<file path="config.mk">
export PLATFORM = sky130hd
export DESIGN_NAME = sat_ctrl
export DESIGN_NICKNAME = d
export VERILOG_FILES = /design/src/design/summed_area_table_engine_defines.svh /design/src/design/sat_pkg.sv /design/src/design/sat_ctrl.sv
export SDC_FILE = /design/constraint.sdc
export NUM_CORES = 1
export LEC_CHECK = 0
export BUFFER_PORTS_ARGS = -buffer_cell sky130_fd_sc_hd__buf_2
export CAP_MARGIN = 30
export CORE_AREA = 5 5 42 44
export CTS_CLUSTER_DIAMETER = 30
export CTS_CLUSTER_SIZE = 10
export DETAILED_ROUTE_END_ITERATION = 10
export DIE_AREA = 0 0 47 49
export SYNTH_ARGS = -nofsm -noshare
export SYNTH_HDL_FRONTEND = slang
export SYNTH_SLANG_ARGS = --single-unit
</file>
<file path="constraint.sdc">
create_clock -name clk -period 1.3 [get_ports clk]
set_clock_uncertainty 0.15 [all_clocks]
set_input_delay 0.13 -clock clk [delete_from_list [all_inputs] [get_ports clk]]
set_output_delay 0.13 -clock clk [all_outputs]
set_load 0.03 [all_outputs]
</file>
<file path="src/design/summed_area_table_engine_defines.svh">
// assertion macros for the summed area table engine
// expects clk and rst_n in the scope of every use
`ifndef SUMMED_AREA_TABLE_ENGINE_DEFINES_SVH
`define SUMMED_AREA_TABLE_ENGINE_DEFINES_SVH

// same-cycle implication, off during reset
`define SAT_ASSERT_NOW(lbl, ante, cons, msg) \
    lbl: assert property (@(posedge clk) disable iff (!rst_n) (ante) |-> (cons)) \
        else $error(msg);

// next-cycle implication, off during reset
`define SAT_ASSERT_NEXT(lbl, ante, cons, msg) \
    lbl: assert property (@(posedge clk) disable iff (!rst_n) (ante) |=> (cons)) \
        else $error(msg);

`endif

</file>
<file path="src/design/sat_pkg.sv">
// shared types, constants and helpers of the summed area table engine
// no dependencies
package sat_pkg;

    localparam int MAX_WIDTH  = 64;
    localparam int MAX_HEIGHT = 64;

    localparam int COL_W  = (MAX_WIDTH > 1) ? $clog2(MAX_WIDTH) : 1;
    localparam int ROW_W  = (MAX_HEIGHT > 1) ? $clog2(MAX_HEIGHT) : 1;
    localparam int DEPTH  = MAX_WIDTH * MAX_HEIGHT;
    localparam int ADDR_W = (DEPTH > 1) ? $clog2(DEPTH) : 1;

    localparam int DIM_W     = 7;
    localparam int PIX_W     = 16;
    localparam int SUM_W     = 32;
    localparam int CFG_IDX_W = 4;
    localparam int S_TDATA_W = 48;
    localparam int NSLOT     = 4;
    localparam int SLOT_W    = 2;

    localparam logic [SLOT_W-1:0] SLOT_LAST = SLOT_W'(NSLOT - 1);

    localparam logic [CFG_IDX_W-1:0] REG_IMAGE_WIDTH  = CFG_IDX_W'(0);
    localparam logic [CFG_IDX_W-1:0] REG_IMAGE_HEIGHT = CFG_IDX_W'(1);

    localparam logic FUNC_LOAD  = 1'b0;
    localparam logic FUNC_QUERY = 1'b1;

    // input word payload, last field in the lowest bits
    typedef struct packed {
        logic [6:0]       rect_h;
        logic [6:0]       rect_w;
        logic [5:0]       rect_y;
        logic [5:0]       rect_x;
        logic [PIX_W-1:0] pixel;
    } sat_item_t;

    localparam int ITEM_W = $bits(sat_item_t);

    typedef enum logic [3:0] {
        ST_IDLE   = 4'b0001,
        ST_READ   = 4'b0010,
        ST_DRAIN  = 4'b0100,
        ST_FINISH = 4'b1000
    } sat_state_t;

    typedef struct packed {
        logic              latch;
        logic              rd_en;
        logic [SLOT_W-1:0] rd_slot;
        logic              acc_en;
        logic [SLOT_W-1:0] acc_slot;
        logic              write_en;
        logic              out_load;
    } sat_cmd_t;

    typedef struct packed {
        logic is_query;
    } sat_status_t;

    // zero reads as one, anything above the maximum as the maximum
    function automatic logic [DIM_W-1:0] sat_clamp(input logic [DIM_W-1:0] v, input int maxv);
        logic [DIM_W-1:0] r;
        r = v;
        if (v == '0)
            r = DIM_W'(1);
        else if (int'(v) > maxv)
            r = DIM_W'(maxv);
        return r;
    endfunction

    function automatic logic [ADDR_W-1:0] sat_addr(input logic [COL_W-1:0] x,
                                                   input logic [ROW_W-1:0] y);
        return ADDR_W'(int'(y) * MAX_WIDTH + int'(x));
    endfunction

endpackage

</file>
<file path="src/design/sat_ctrl.sv">
// controller: sequences the four table reads, the write back and the output slot
// depends on sat_pkg
module sat_ctrl import sat_pkg::*; (
    input  logic        clk,
    input  logic        rst_n,
    input  logic        s_tvalid,
    output logic        s_tready,
    output logic        m_tvalid,
    input  logic        m_tready,
    input  sat_status_t status,
    output sat_cmd_t    cmd
);

    sat_state_t        state_reg, state_next;
    logic [SLOT_W-1:0] slot_reg, slot_next;
    logic              out_valid_reg, out_valid_next;

    always_comb
    begin
        state_next = state_reg;
        slot_next  = slot_reg;
        cmd        = '0;
        s_tready   = 1'b0;
        unique case (state_reg)
            ST_IDLE:
            begin
                s_tready = 1'b1;
                if (s_tvalid)
                begin
                    cmd.latch  = 1'b1;
                    slot_next  = '0;
                    state_next = ST_READ;
                end
            end
            ST_READ:
            begin
                cmd.rd_en   = 1'b1;
                cmd.rd_slot = slot_reg;
                // data of the previous slot lands this cycle
                if (slot_reg != '0)
                begin
                    cmd.acc_en   = 1'b1;
                    cmd.acc_slot = slot_reg - SLOT_W'(1);
                end
                slot_next = slot_reg + SLOT_W'(1);
                if (slot_reg == SLOT_LAST)
                begin
                    state_next = ST_DRAIN;
                end
            end
            ST_DRAIN:
            begin
                cmd.acc_en   = 1'b1;
                cmd.acc_slot = SLOT_LAST;
                state_next   = ST_FINISH;
            end
            ST_FINISH:
            begin
                if (status.is_query)
                begin
                    if (!out_valid_reg || m_tready)
                    begin
                        cmd.out_load = 1'b1;
                        state_next   = ST_IDLE;
                    end
                end
                else
                begin
                    cmd.write_en = 1'b1;
                    state_next   = ST_IDLE;
                end
            end
            default:
            begin
                state_next = ST_IDLE;
            end
        endcase
    end

    always_comb
    begin
        out_valid_next = out_valid_reg;
        if (cmd.out_load)
            out_valid_next = 1'b1;
        else if (m_tready)
            out_valid_next = 1'b0;
    end

    always_ff @(posedge clk or negedge rst_n)
    begin
        if (!rst_n)
        begin
            state_reg     <= ST_IDLE;
            slot_reg      <= '0;
            out_valid_reg <= 1'b0;
        end
        else
        begin
            state_reg     <= state_next;
            slot_reg      <= slot_next;
            out_valid_reg <= out_valid_next;
        end
    end

    assign m_tvalid = out_valid_reg;

endmodule

</file>
# Word level (Yosys, flattened, before mapping)
# Cells that the tools add are included.
# classes
mux	19
n_eq_ne	8
addsub	2
n_reduce_logical	7
# op_table
cell	count
two-way mux 4 bit	4
case mux 4 bit (4 select lines)	1
two-way mux 1 bit	8
two-way mux 3 bit	2
case mux 3 bit (2 select lines)	1
nonzero test 2 bit	3
equality test 4 x 1 -> 1 bit, second input constant	1
equality test 4 x 2 -> 1 bit, second input constant	1
equality test 4 x 3 -> 1 bit, second input constant	1
equality test 4 bit, second input constant	1
two-way mux 2 bit	2
!= test 2 bit, second input constant	2
case mux 2 bit (2 select lines)	1
!= test 3 bit, second input constant	1
AND reduction 3 bit	1
adder 2 x 1 -> 2 bit, second input constant	1
equality test 2 bit, second input constant	1
AND reduction 2 bit	1
subtractor 2 x 1 -> 2 bit, second input constant	1
zero test 1 bit	1
logical OR 1 bit	1
# totals
inputBits	5
elab_cells	39
reg_bits	7

# Depth between registers and ports, before layout
# logic_depth
word_depth	6
ltp_mapped	4

# Worst setup path after synthesis
# OpenSTA, ideal clock, no wires.
# synth_timing
path_kind	register to register
from	register state_reg[0]
to	register state_reg[1]
arrival_ns	1.845
stages_incl_launch_ff	4
n_path_buf	0
setup_slack_ns	-0.773
cell_sequence	dfstp_2 > nor4b_2 > and2_1 > o21bai_1
# synth_between
elab_chain_cells	3
# synth_rtl
element	line	text
start: declaration	sat_ctrl.sv:14	sat_state_t state_reg, state_next;
start signal: assignment	sat_ctrl.sv:99	state_reg <= state_next;
equality test 4 bit, or another cell as far along	sat_ctrl.sv:24	unique case (state_reg)
!= test 3 bit (no source line) / != test 2 bit (equally long branches)	--	
AND reduction 3 bit (no source line)	--	
# Several ways; a longest one is shown, not always the timed one.
# A chain may end at the register's enable or synchronous reset.

==> results.py <==
metrics = {
    "status": {
        "outcome": "complete, but fails checks",
        "violations": "setup timing",
    },
    "global_routing": {
        "use_met3_pct": 2.95,
        "grt_use_total_pct": 14.5,
        "grt_pass1_vias": 509,
        "grt_use_met2_pct": 23.1,
        "grt_max_degree": 8,
        "grt_busiest_layer": "met2",
        "overflow": 0,
        "grtUsageMet1_pct": 17.2,
        "grt_pass1_wl_um": 2350,
        "antenna_found_initial": 0,
    },
    "finish": {
        "nFillCells": 124,
        "final_cell_mix": "buf_4 (16), buf_6 (13), dfrtp_1 (6)",
        "nets": 98,
        "drive_gt1_share_pct": 68.2,
        "layout_commonest_cell": "buf_4",
        "fin_util_pct": 65.7,
        "area_growth_pct": 100,
        "n_antenna_cell": 0,
        "largest_reg_flops": 4,
        "finalNonFillerCells": 104,
    },
    "timing": {
        "rsz0062_at_grt": "yes",
        "timing.final.ws_setup_ps": -483,
        "fin_crit_sh_pct": 137,
        "slew_viol_final": 0,
        "setup_violations": 17,
        "slew_headroom_pct": 84.3,
        "setup_tns_ps": -5320,
        "worstMarginPinSlew_ps": 235,
        "fin_crit_ps": 1780,
        "report.final.hold_viol_count": 0,
        "fmaxAchievable_mhz": 561,
    },
    "place": {
        "dp_hpwl_um": 911,
        "gp_congestion": 0.756,
        "io_buffers": 15,
        "dp.cells": 96,
    },
    "detailed_routing": {
        "ant_nets": 0,
        "routed_via_density": 4.64,
        "drt_iter0_drc": 1,
        "first_pass_iters": 2,
        "routed_wl_um": 1380,
        "wl_per_cell_um": 13.2,
        "vias": 483,
        "drc": 0,
    },
    "setup_path": {
        "rr_worst_depth": 5,
        "worstSetupEndpointType": "output pin",
        "cp-start-kind": "register",
        "cp_data_arrival_time_ps": 1500,
        "crit_path_max_fanout": 4,
        "r2r-start": "state_reg[2]",
        "cp-startpoint": "state_reg[2]",
        "worstSetupPathType": "reg2out",
        "required_ps": 1020,
    },
    "die": {
        "ios": 16,
        "die_area_um2": 2300,
        "die_h_um": 49,
        "std_cell_rows": 14,
        "core_um2": 1400,
        "die_x_um": 47,
        "initial_core_util_pct": 32.9,
    },
    "synthesis": {
        "synth_area_leaders": "dfrtp_1 (33%), ha_1 (11%), dfstp_2 (5.7%)",
        "ys_seq_area_share_pct": 38.3,
        "yosysTopAreaCell": "dfrtp_1",
        "syn_nets": 59,
        "syn_inst": 50,
        "synth_area_per_cell_um2": 9.21,
        "yosysWarnings": 0,
        "syn_area_um2": 460,
        "yosysUniqueCellTypes": 24,
        "synth_seq_cells": 7,
        "yosysTopAreaCellShare_pct": 32.6,
    },
    "min_path": {
        "worst_hold_path.num_cells": 3,
        "hold_path.class": "in2reg",
        "worstHoldStart": "m_tready",
    },
    "run": {
        "drv_cap": 0,
    },
    "power_and_ir_drop": {
        "p_int_mw": 1.03,
        "peakVddDrop_mv": 1.06,
        "p_leak_nw": 0.442,
        "power_density_nw_per_um2": 1860,
        "pwr-share-seq_pct": 20.2,
        "power_switching_uw": 687,
        "power_frac_clock_pct": 11.3,
        "pwr-share-comb_pct": 68.5,
        "swShare_pct": 40.1,
    },
    "clock_network": {
        "cts_tree": "yes",
        "root_buffer": "clkbuf_4",
        "clock_latency_ps": 250,
        "cts.sinks": 7,
        "h-tree-depth": 1,
        "cts_buffers": 3,
        "cts_max_path_buffers": 2,
        "clk_pin_slew_worst_paths_ps": 50,
    },
}
-- critical path, stage by stage, from the launching register on --
cell and delay [ps]:
dfrtp_1 390, or4b_4 620, nor2_4 110, buf_6 130
-- routing by layer --
layer,wire length (µm),part of all wire (%)
met5,0,0
met4,14,1.0
met3,26,1.9
met2,813,59
met1,520,38
-- repair_timing --
action | CTS | global route
hold buffers | 1 | 0
setup buffers | 1 | 3
setup endpoints to repair | 17 | 17
gates resized for setup | 24 | 13
hold endpoints to repair | 7 | 0
pin swaps | 3 | 3
cloned | 0 | 0
-- cell families after synthesis --
family	share of synthesized area, %
DFF	38.3
xor gates and xnor gates	1.90
and+or+nand+nor	28.8
AOI/OAI and AO/OA	14.1
buffers and inverters	5.98
adders and majority gates	10.9
-- synth_stat cells, drive strengths merged --
| cell type | count |
|---|---|
| clkinv | 1 |
| nor4b | 2 |
| o211ai | 1 |
| nand2 | 6 |
| o21bai | 1 |
| ha | 4 |
| nor2 | 3 |
| nand3 | 1 |
| o31ai | 1 |
| o21ai | 3 |
| or4b | 1 |
| xor2 | 1 |
| buf | 1 |
| dfstp | 1 |
| or2 | 1 |
| nor2b | 3 |
| inv | 4 |
| nand2b | 3 |
| a21oi | 3 |
| and2 | 2 |
| a22o | 1 |
| dfrtp | 6 |
-- metrics by stage --
stage	setup slack, ps	instance area [µm²]	power, mW	hold slack (ps)
2_1_floorplan	-375	539	0.921	-316
3_3_place_gp	-235	747	1.29	-179
3_5_place_dp	-239	747	1.30	-179
4_1_cts	-486	871	1.66	29.6
5_1_grt	-531	921	1.84	57.8
6_report	-483	921	1.72	49.7
-- power groups by stage --
stage | logic (mW) | clock network (mW) | registers, mW
after floorplan | 0.561 | 0 | 0.360
after global placement | 0.952 | 0 | 0.336
after detailed placement | 0.959 | 0 | 0.340
after CTS | 1.12 | 0.204 | 0.337
after global routing | 1.27 | 0.215 | 0.355
final | 1.17 | 0.194 | 0.346
-- final timing paths --
check | endpoint | slack [ps]
min in group asynchronous | state_reg[1] | 140
max reg2reg | slot_reg[1] | -310
max in group asynchronous | state_reg[0] | 630
min | m_tvalid | 50
max | cmd[6] | -480
min reg2reg | slot_reg[0] | 530
-- area by class of cell --
cell class	instances	area [µm²]	area share, %
Sequential cell	7	176	19.2
Tap cell	16	20.0	2.17
Multi-Input combinational cell	37	373	40.5
Inverter	5	23.8	2.58
Timing Repair Buffer	35	302	32.7
Clock buffer	4	26.3	2.85
No activity file was read; power rests on OpenSTA's default activity.
